### config.mk
export PLATFORM = sky130hd
export DESIGN_NAME = ccps_fadd
export DESIGN_NICKNAME = d
export VERILOG_FILES = /design/src/design/ccps_pkg.sv /design/src/design/ccps_fadd.sv
export SDC_FILE = /design/constraint.sdc
export NUM_CORES = 1
export LEC_CHECK = 0
export BUFFER_PORTS_ARGS = -buffer_cell sky130_fd_sc_hd__buf_2
export CAP_MARGIN = 5
export CORE_MARGIN = 2
export CORE_UTILIZATION = 36
export CTS_BUF_LIST = sky130_fd_sc_hd__clkbuf_8 sky130_fd_sc_hd__clkbuf_16
export DETAILED_ROUTE_END_ITERATION = 7
export PLACE_DENSITY = 0.51
export SYNTH_ARGS = -nofsm -noshare
export SYNTH_HDL_FRONTEND = slang
export SYNTH_SLANG_ARGS = --single-unit
export TNS_END_PERCENT = 30
### constraint.sdc
create_clock -name i_clk -period 8.5 [get_ports i_clk]
set_clock_uncertainty 0.05 [all_clocks]
set_input_delay 0 -clock i_clk [delete_from_list [all_inputs] [get_ports i_clk]]
set_output_delay 0 -clock i_clk [all_outputs]
set_load 0.03 [all_outputs]
### src/design/ccps_pkg.sv
// ------------------------------------------------------------------
// ccps_pkg
// types, constants and fp helpers of the column prefix sum block
// ------------------------------------------------------------------
package ccps_pkg;

    localparam int KeyDimDef   = 128;
    localparam int MaxHeadsDef = 16;
    localparam int MaxChunkDef = 128;

    localparam int HeadsW   = 5;
    localparam int ChunkW   = 8;
    localparam int CfgDataW = 8;
    localparam int ColOutW  = 11;
    localparam int RowOutW  = 7;

    localparam logic [31:0] QNanBits = 32'h7FC0_0000;

    typedef enum logic [0:0] {
        REG_NUM_HEADS  = 1'b0,
        REG_CHUNK_SIZE = 1'b1
    } t_reg_idx;

    typedef logic [ColOutW-1:0] t_col_out;
    typedef logic [RowOutW-1:0] t_row_out;

    typedef struct packed {
        logic [15:0] gate_half;
        logic        first_of_sequence;
    } t_in_item;

    typedef struct packed {
        logic [31:0] sum_bits;
        t_col_out    column_index;
        t_row_out    row_in_chunk;
    } t_out_item;

    // exact fp16 -> fp32 widening, nan keeps payload and turns quiet
    function automatic logic [31:0] half_to_single(input logic [15:0] h);
        logic [4:0]  ex;
        logic [9:0]  man;
        logic [7:0]  e;
        logic [9:0]  m;
        logic [31:0] res;
        logic        found;
        ex    = h[14:10];
        man   = h[9:0];
        e     = 8'd0;
        m     = 10'd0;
        found = 1'b0;
        if (ex == 5'h1F) begin
            res = {h[15], 8'hFF, man, 13'd0};
            if (man != 10'd0) begin
                res[22] = 1'b1;
            end
        end else if (ex == 5'd0) begin
            if (man == 10'd0) begin
                res = {h[15], 31'd0};
            end else begin
                // normalize on the leading one
                for (int p = 9; p >= 0; p--) begin
                    if (!found && man[p]) begin
                        found = 1'b1;
                        e     = 8'(103 + p);
                        m     = 10'(man << (10 - p));
                    end
                end
                res = {h[15], e, m, 13'd0};
            end
        end else begin
            res = {h[15], 8'({3'd0, ex} + 8'd112), man, 13'd0};
        end
        return res;
    endfunction

    // leading zero count over 27 bits, 27 when all zero
    function automatic logic [4:0] lzc27(input logic [26:0] v);
        logic [4:0] n;
        logic       found;
        n     = 5'd27;
        found = 1'b0;
        for (int i = 26; i >= 0; i--) begin
            if (!found && v[i]) begin
                found = 1'b1;
                n     = 5'(26 - i);
            end
        end
        return n;
    endfunction

endpackage

### src/design/ccps_fadd.sv
// ------------------------------------------------------------------
// ccps_fadd
// three-stage fp32 adder, round to nearest even, canonical nan
// ------------------------------------------------------------------
module ccps_fadd (
    input  logic        i_clk,
    input  logic        i_en,
    input  logic [31:0] i_a,
    input  logic [31:0] i_b,
    output logic [31:0] o_sum
);
    localparam logic [31:0] QNanBitsL = ccps_pkg::QNanBits;

    // stage a: unpack, swap, align, add
    logic [7:0]  ea, eb, eae, ebe;
    logic [23:0] ma, mb, m_big, m_sml;
    logic        a_big, s_big, s_sml;
    logic [7:0]  e_big, d;
    logic [26:0] ext, shf, mask;
    logic        sticky, nan_a, nan_b, inf_a, inf_b;
    logic [27:0] sum_a;

    logic [27:0] r_sum;
    logic [7:0]  r_exp;
    logic        r_sign, r_sub, r_nan, r_inf, r_inf_s;

    always_comb begin
        ea    = i_a[30:23];
        eb    = i_b[30:23];
        eae   = (ea == 8'd0) ? 8'd1 : ea;
        ebe   = (eb == 8'd0) ? 8'd1 : eb;
        ma    = {ea != 8'd0, i_a[22:0]};
        mb    = {eb != 8'd0, i_b[22:0]};
        nan_a = (ea == 8'hFF) && (i_a[22:0] != 23'd0);
        nan_b = (eb == 8'hFF) && (i_b[22:0] != 23'd0);
        inf_a = (ea == 8'hFF) && (i_a[22:0] == 23'd0);
        inf_b = (eb == 8'hFF) && (i_b[22:0] == 23'd0);
        a_big = {eae, ma} >= {ebe, mb};
        e_big = a_big ? eae : ebe;
        m_big = a_big ? ma : mb;
        m_sml = a_big ? mb : ma;
        s_big = a_big ? i_a[31] : i_b[31];
        s_sml = a_big ? i_b[31] : i_a[31];
        d     = e_big - (a_big ? ebe : eae);
        ext   = {m_sml, 3'd0};
        mask  = '0;
        if (d >= 8'd27) begin
            shf    = 27'd0;
            sticky = |m_sml;
        end else begin
            mask   = ~(27'h7FF_FFFF << d[4:0]);
            shf    = ext >> d[4:0];
            sticky = |(ext & mask);
        end
        shf[0] = shf[0] | sticky;
        if (s_big ^ s_sml) begin
            sum_a = {1'b0, m_big, 3'd0} - {1'b0, shf};
        end else begin
            sum_a = {1'b0, m_big, 3'd0} + {1'b0, shf};
        end
    end

    always_ff @(posedge i_clk) begin
        if (i_en) begin
            r_sum   <= sum_a;
            r_exp   <= e_big;
            r_sign  <= s_big;
            r_sub   <= s_big ^ s_sml;
            r_nan   <= nan_a || nan_b || (inf_a && inf_b && (i_a[31] != i_b[31]));
            r_inf   <= inf_a || inf_b;
            r_inf_s <= inf_a ? i_a[31] : i_b[31];
        end
    end

    // stage b: normalize, left shift held at the subnormal boundary
    logic [4:0]  lz;
    logic [8:0]  lim, sh, e_n;
    logic [26:0] m_n;
    logic        zero_b;

    logic [26:0] r_m;
    logic [8:0]  r_e;
    logic        r_sign2, r_nan2, r_inf2;

    always_comb begin
        zero_b = (r_sum == 28'd0);
        lz     = ccps_pkg::lzc27(r_sum[26:0]);
        lim    = {1'b0, r_exp} - 9'd1;
        sh     = ({4'd0, lz} < lim) ? {4'd0, lz} : lim;
        if (r_sum[27]) begin
            m_n = {r_sum[27:2], r_sum[1] | r_sum[0]};
            e_n = {1'b0, r_exp} + 9'd1;
        end else begin
            m_n = r_sum[26:0] << sh;
            e_n = {1'b0, r_exp} - sh;
        end
    end

    always_ff @(posedge i_clk) begin
        if (i_en) begin
            r_m     <= m_n;
            r_e     <= e_n;
            // exact cancellation gives +0
            r_sign2 <= r_inf ? r_inf_s : ((zero_b && r_sub) ? 1'b0 : r_sign);
            r_nan2  <= r_nan;
            r_inf2  <= r_inf;
        end
    end

    // stage c: round and pack
    logic        up;
    logic [24:0] mr;
    logic [23:0] mant;
    logic [8:0]  e_r;
    logic [31:0] res;

    always_comb begin
        up = r_m[2] && (r_m[1] || r_m[0] || r_m[3]);
        mr = {1'b0, r_m[26:3]} + {24'd0, up};
        if (mr[24]) begin
            mant = mr[24:1];
            e_r  = r_e + 9'd1;
        end else begin
            mant = mr[23:0];
            e_r  = r_e;
        end
        if (r_nan2) begin
            res = QNanBitsL;
        end else if (r_inf2 || (e_r >= 9'd255)) begin
            res = {r_sign2, 8'hFF, 23'd0};
        end else begin
            res = {r_sign2, (mant[23] ? e_r[7:0] : 8'd0), mant[22:0]};
        end
    end

    logic [31:0] r_res;
    always_ff @(posedge i_clk) begin
        if (i_en) begin
            r_res <= res;
        end
    end

    assign o_sum = r_res;
endmodule

==> flow_results.org, run 1 <==
** Pwr
- Power per unit of standard cell area :: between 200 and 250 nW/µm²
- The analysis attributes to cell leakage a power of ~6.3 nW.
- IR drop worst, VDD :: about 79 µV

** Worst hold path
- Kind of path behind the tightest hold check :: in2reg
- Hold path depth :: 3

** Logic synthesis
- Commonest cells post-synth :: sky130_fd_sc_hd__nand2_1, sky130_fd_sc_hd__nor2_1, sky130_fd_sc_hd__a21oi_1, sky130_fd_sc_hd__o21ai_0, sky130_fd_sc_hd__edfxtp_1
- Unique masters post-synth :: 93
- Synthesized area per cell :: 7.86 µm²
- Post-synthesis async set-or-reset flop share :: 0
- The synthesized design contains between 100 and 150 enable-type register cells.
- Post-synthesis cell count :: approximately 1.7k
- Yosys top cell area share :: 0.249
- For this run, the register share of the synthesized area comes to 0.249.
- The Yosys step of the flow raised 0 warnings.
- Post-synthesis cell area :: around 14000 µm²
- sky130_fd_sc_hd__edfxtp_1 takes more of the synthesized area than any other cell.
- Largest cells by area after synthesis :: sky130_fd_sc_hd__edfxtp_1, sky130_fd_sc_hd__ha_1, sky130_fd_sc_hd__mux2i_1, sky130_fd_sc_hd__nand2_1, sky130_fd_sc_hd__nor2_1
- Number of nets in the synthesized netlist :: around 1.9k
- Flip-flop cell with the highest count after synthesis :: sky130_fd_sc_hd__edfxtp_1
- The synthesized design contains about 110 register bits.
- Most numerous cell in the Yosys netlist :: sky130_fd_sc_hd__nand2_1

** Route
- Drt total wl :: between 40000 and 50000 µm
- First-pass iteration count of the detailed router :: 6
- The detailed router finished its first iteration with 990 violations.
- ANT nets after route :: 0
- Wire length per cell :: approximately 20 µm
- Remaining routing DRC violations :: 0
- In the routed layout, each cell is associated on average with a via count of just under 6.
- Summing over every cut layer, the via total after detailed routing is between 10k and 15k.

** CTS
- The tree is rooted in a sky130_fd_sc_hd__clkbuf_16.
- Deepest level of the CTS H-tree :: 3
- Clock latency on the worst-skew pair :: approximately 0.36 ns
- Clk buf depth :: 2
- Clock edge transition at the registers on the reported setup and hold paths :: 0.07 ns
- Clock Sinks :: about 110
- TritonCTS Buffers :: 9
- TritonCTS built the clock tree.
- Count of buffers added by post-CTS timing repair for setup :: 0

** Setup path
- At the worst endpoint, the arrival time is 7.80 ns.
- Critical path's largest stage delay :: between 0.5 and 0.6 ns
- Required @ worst endpoint :: about 8.6 ns
- Worst R2R Path Depth :: 24
- CP max FO :: 17
- Kind of start point of the critical path :: primary input
- Kind of critical path :: in2reg
- Crit-path slowest cell :: sky130_fd_sc_hd__dlygate4sd3_1
- Worst reg-to-reg setup slack :: 1.97 ns
- Reg-to-Reg End :: r_e[8]
- The worst setup path is captured at a flip-flop.
- Worst setup path startpoint :: i_a[29]
- In this run the worst setup path terminates at r_sum[26].
- Critical R2R Launch :: r_sum[25]

** Timing
- Subtracting the final worst setup slack from the clock period gives about 7.7 ns.
- At the pin with the least slew margin, the transition time is about 1 ns.
- Relative slew margins :: 0.329
- After routing, the total negative slack on setup checks comes to 0 ns.
- The final-report hold violation count is 0.
- Across all hold checks on the routed design, the worst slack comes to roughly 0.04 ns.
- Max-slew violation total from the final report :: 0
- Unrepaired setup endpoints after global routing :: no
- Setup violations remaining at the end of the flow were counted as 0.
- Based on the critical path, the design can be clocked at up to about 130 MHz.
- Of the available clock period, the critical path in the final layout requires 0.911.
- The worst path meets setup with between 0.7 and 0.8 ns of slack.

** Global routing
- Number of global-route vias before repair :: approximately 13k
- The number of antenna violations at the first check in global routing was 0.
- Across every metal layer, demand over resource in global routing totals 0.238.
- Entering global routing, the biggest net connects 67 pins.
- For this run the aggregate overflow at the end of global routing stands at 0.
- The first global-routing pass estimated between 70000 and 80000 µm of wire.

** Floorplanning
- In this run the vertical extent of the chip is 198 µm.
- After floorplanning, the core was sized to cover about 37000 µm².
- In this run the horizontal extent of the chip is between 150 and 200 µm.
- a little under 100 I/O pins were placed.
- The floorplan has 70 rows.
- Initial Utilization :: 0.367
- The die covers 39100 µm².

** Cells and area
- The number of antenna diodes in the final layout is 0.
- Relative to the synthesized area, the layout overhead comes to 12.4%.
- The final layout contains 1958 nets.
- Core utilization of the finished layout :: 0.413
- In the final layout, the share of cells above drive strength 1 is 0.130.

** Job
- Count of maximum capacitance violations :: 0

** Placed design
- Prior to clock tree synthesis, the placed netlist has a worst setup slack of ~0.078 ns.
- I/O Buffers :: a little under 100
- At the end of routability-driven placement, the weighted congestion stood at 0.939.
- Dpl hpwl :: around 37000 µm

** Status
- Run status :: finished clean
-- cell families (layout without fill, tap and decap cells) --
group	Yosys count	count (layout)	share of synthesized area
compound gates	483	483	0.233
xor+xnor	60	60	0.0389
fa+ha+maj	100	100	0.0937
buf+inv	212	289	0.0615
flops	112	112	0.249
mux	128	128	0.110
simple gates	625	625	0.214
-- layer usage --
metal	vias up	part of all wire	track usage
li1	6464	-	-
met1	6371	0.42	0.284
met2	413	0.50	0.436
met3	97	0.037	0.0208
met4	0	0.044	0.101
met5	-	0	0
-- layout make-up --
| class | count | area [µm²] |
|---|---|---|
| Sequential cell | 112 | 3360 |
| Tap cell | 468 | 586 |
| Clock buffer | 9 | 225 |
| Fill cell | 3771 | 21600 |
| Timing Repair Buffer | 161 | 1040 |
| Inverter | 112 | 420 |
| Clock inverter | 7 | 101 |
| Multi-Input combinational cell | 1396 | 9460 |
-- layout by cell type (no fill, tap or decap), drive strengths merged, types with 44 or more instances in the layout --
master  Yosys  layout
ha         98      98
nand2     222     222
a21oi     130     130
o21ai     135     135
edfxtp    112     112
nand3      44      44
mux2i     100     100
buf        24     151
nor2      175     175
inv       111     113
-- power by group --
part | internal (W) | switching (W) | total (W)
registers | 0.000762 | 0.000138 | 0.000900
logic | 0.000701 | 0.00107 | 0.00177
clock network | 0.000261 | 0.000198 | 0.000459
-- critical path: cells and delay by family --
| kind | cells | cell delay, ns |
|---|---|---|
| simple gates | 11 | 1.92 |
| mux | 1 | 0.49 |
| buf+inv | 4 | 1.00 |
| compound gates | 17 | 3.44 |
| fa+ha+maj | 3 | 0.94 |
-- registers in the layout, indices dropped and copies added (netlist names), 8 cells and up --
register,count
r_m,27
o_sum,32
r_sum,28
r_exp,8
r_e,9
-- how the worst min path moves through the flow --
stage	start	endpoint	slack, ns
2_1_floorplan	i_en	o_sum[0]	0.06
3_3_place_gp	i_b[31]	r_inf_s	0.33
3_5_place_dp	i_b[30]	r_exp[7]	0.32
4_1_cts	i_a[25]	r_exp[2]	0.008
5_1_grt	i_a[25]	r_exp[2]	0.04
6_report	i_a[25]	r_exp[2]	0.04
-- what timing repair did --
item	4_1_cts	5_1_grt
setup endpoints to repair	0	9
hold endpoints to repair	7	0
hold buffers	9	0
resized for setup	0	15
-- per-stage QoR --
stage | cell area [µm²] | instances | power, W
after global placement | 14700 | 2239 | 0.00264
after detailed placement | 14700 | 2239 | 0.00264
after global routing | 15200 | 2265 | 0.00335
final | 15200 | 2265 | 0.00313
after CTS | 15100 | 2264 | 0.00312
after floorplan | 13500 | 1720 | 0.00208
No activity file was read; power rests on OpenSTA's default activity.
==> run 2, diff against run 1 <==
Settings changed: REMOVE_ABC_BUFFERS from default to 1.
==> run 2 against run 1 <==
  * Design area hardly changed
  * Die area stayed put
  * Count of clock-buffer cells in the layout stayed put
  * Sequential cell count stayed put
==> flow_results.org, run 2 (synthesis gave the netlist of run 1 again) <==
** Placed design
- Dpl hpwl :: ~35000 µm
- I/O Buffers :: between 90 and 100
- Routability congestion estimate :: around 0.91
- At the placement stage, the worst setup path has a slack of 0.197 ns.

** Setup path
- Kind of start point of the critical path :: primary input
- STA puts the critical path data arrival time at about 8.0 ns.
- Buffers plus inverters on the worst setup path :: 7
- Along the worst path, the maximum fanout reaches 15.
- STA classifies the critical path endpoint as a flip-flop.
- Most prevalent standard cell on the critical path :: sky130_fd_sc_hd__a21oi_1
- Among all stages on the critical path, the largest delay is contributed by sky130_fd_sc_hd__dlygate4sd3_1.
- For this run, the slowest stage of the critical path takes approximately 0.53 ns.
- Required @ worst endpoint :: 8.57 ns
- By startpoint and endpoint, the worst setup path is classified as in2reg.
- CP delay by family, top :: compound AO/OA/AOI/OAI gates

** Floorplanning
- The floorplan has 70 rows.
- Measured along the y axis, the die boundary spans about 200 µm.
- The region available for standard cell placement spans 36800 µm².
- Die width :: a little under 200 µm
- Initial Utilization :: 0.367
- I/O pins :: a little under 100
- The die covers about 40000 µm².

** Route
- Dividing the detail-routed via count by the number of cells gives a little under 6.
- The final layout contains routed wiring with a total length of 44800 µm.
- Wire length per cell :: 19.8 µm
- For this run, the detailed router's first-pass iteration total came to 6.
- ANT nets after route :: 0
- For this run, design rule violations remaining after detail routing come to 0.
- Starting DRT DRC Count :: between 1k and 1.5k
- The routed layout has 13.2k vias.

** Timing
- Sum of negative setup slack :: 0 ns
- The worst path needs slightly below 8 ns of the cycle, external delays included.
- The final-report hold violation count is 0.
- For the pin with the worst max-slew slack, the measured transition is 1.02 ns.
- Relative slew margins :: 0.312
- Setup violations remaining at the end of the flow were counted as 0.
- Based on the critical path, the design can be clocked at up to roughly 130 MHz.
- Dividing the final minimum period by the clock period gives 0.936.
- Worst Setup Slack, final :: around 0.54 ns
- Max-slew violation total from the final report :: 0

** Worst hold path
- The tightest min-delay check is of the in2reg type.

** Global routing
- Sum of overflow across all layers after global routing :: 0
- The via count of the first global-routing pass came to 12.6k.
- The first global-routing pass estimated approximately 71000 µm of wire.
- Largest net degree at the start of global routing :: 82
- Number of antenna violations at the first check in global routing :: 0
- For this run, the total global-route usage over all layers was measured as 0.231.

** CTS
- Clock Sinks :: 112
- CTS tree :: done
- Clock latency on the worst-skew pair, taken at its later pin, is between 0.3 and 0.4 ns.
- The root buffer cell chosen for the clock tree is sky130_fd_sc_hd__clkbuf_16.
- After clock tree synthesis, the clock-pin slew on the worst setup and hold paths is 0.08 ns.
- TritonCTS Buffers :: 9
- Deepest level of the CTS H-tree :: 3
- In this run the deepest clock path goes through 2 buffers.

** Pwr
- Power per unit of standard cell area :: approximately 200 nW/µm²
- Static leakage :: roughly 6.3 nW
- IR drop worst, VDD :: approximately 120 µV

** Cells and area
- Area growth from synthesis to layout :: 12.5%
- Core utilization of the finished layout :: 0.413
- Number of diodes added for antenna fixing :: 0
- The register with the most flip-flops in the layout has 32 of them.
- After the last flow step, the layout net total stands at 1960.
- In the layout the commonest cells are sky130_fd_sc_hd__nand2_1, sky130_fd_sc_hd__nor2_1, sky130_fd_sc_hd__a21oi_1, sky130_fd_sc_hd__o21ai_0, sky130_fd_sc_hd__edfxtp_1.
- Of the cells placed in the final design, the portion with a size suffix greater than 1 is 0.135.
- Most common cell after layout, fill and taps aside :: sky130_fd_sc_hd__nand2_1

** Job
- Count of maximum capacitance violations :: 0

** Status
- Run status :: finished clean
## run 2: cell types whose count changed in the layout (fill, tap and decap cells not counted), sizes merged
cell | before | now
inv | 113 | 114
buf | 151 | 152
clkinvlp | 2 | 3
clkinv | 2 | 1
clkbuf | 10 | 11
bufinv | 2 | 0
## run 2: report_power, final
| part | total (W) | switching (W) | internal (W) |
|---|---|---|---|
| sequential | 0.000895 | 0.000133 | 0.000762 |
| clock | 0.000405 | 0.000204 | 0.000202 |
| combinational | 0.00175 | 0.00104 | 0.000706 |
## run 2: per-stage QoR
stage	cell area [µm²]	power [W]	instances	hold slack, ns
3_5_place_dp	14700	0.00260	2237	0.310
4_1_cts	15000	0.00302	2261	0.00772
5_1_grt	15200	0.00328	2266	0.0729
3_3_place_gp	14700	0.00260	2237	0.285
6_report	15200	0.00305	2266	0.0371
2_1_floorplan	13100	0.00205	1620	0.0625
## run 2: final timing paths
kind	start	endpoint	cells after the start	slack [ns]
hold / removal	i_a[28]	r_exp[5]	3	0.04
setup reg to reg	r_sum[25]	r_e[8]	25	1.42
hold reg to reg	r_nan	r_nan2	0	0.39
setup / recovery	i_a[26]	r_sum[26]	43	0.54
## run 2: tightest hold or removal path, stage by stage
cell	delay [ns]
sky130_fd_sc_hd__buf_2	0.14
sky130_fd_sc_hd__nand2_1	0.08
sky130_fd_sc_hd__o21ai_0	0.10
## run 2: layout make-up
type | instances | area, µm²
clock buffer | 9 | 225
clock inverter | 6 | 51.3
fill | 3817 | 21600
inverter | 112 | 420
multi-input combinational | 1396 | 9490
sequential | 112 | 3360
tap | 468 | 586
timing repair buffer | 163 | 1060
## run 2: layer usage
layer / GRT usage / vias to the layer above / wire, µm
li1: - / 6460 / -
met1: 0.301 / 6296 / 20000
met2: 0.397 / 418 / 21400
met3: 0.0181 / 62 / 1850
met4: 0.0888 / 0 / 1520
met5: 0 / - / 0
## run 2: timing repair
item / in CTS / in global routing
setup endpoints to repair: 0 / 9
setup buffers: 0 / 4
resized for setup: 0 / 29
hold buffers: 9 / 0
hold endpoints to repair: 7 / 0
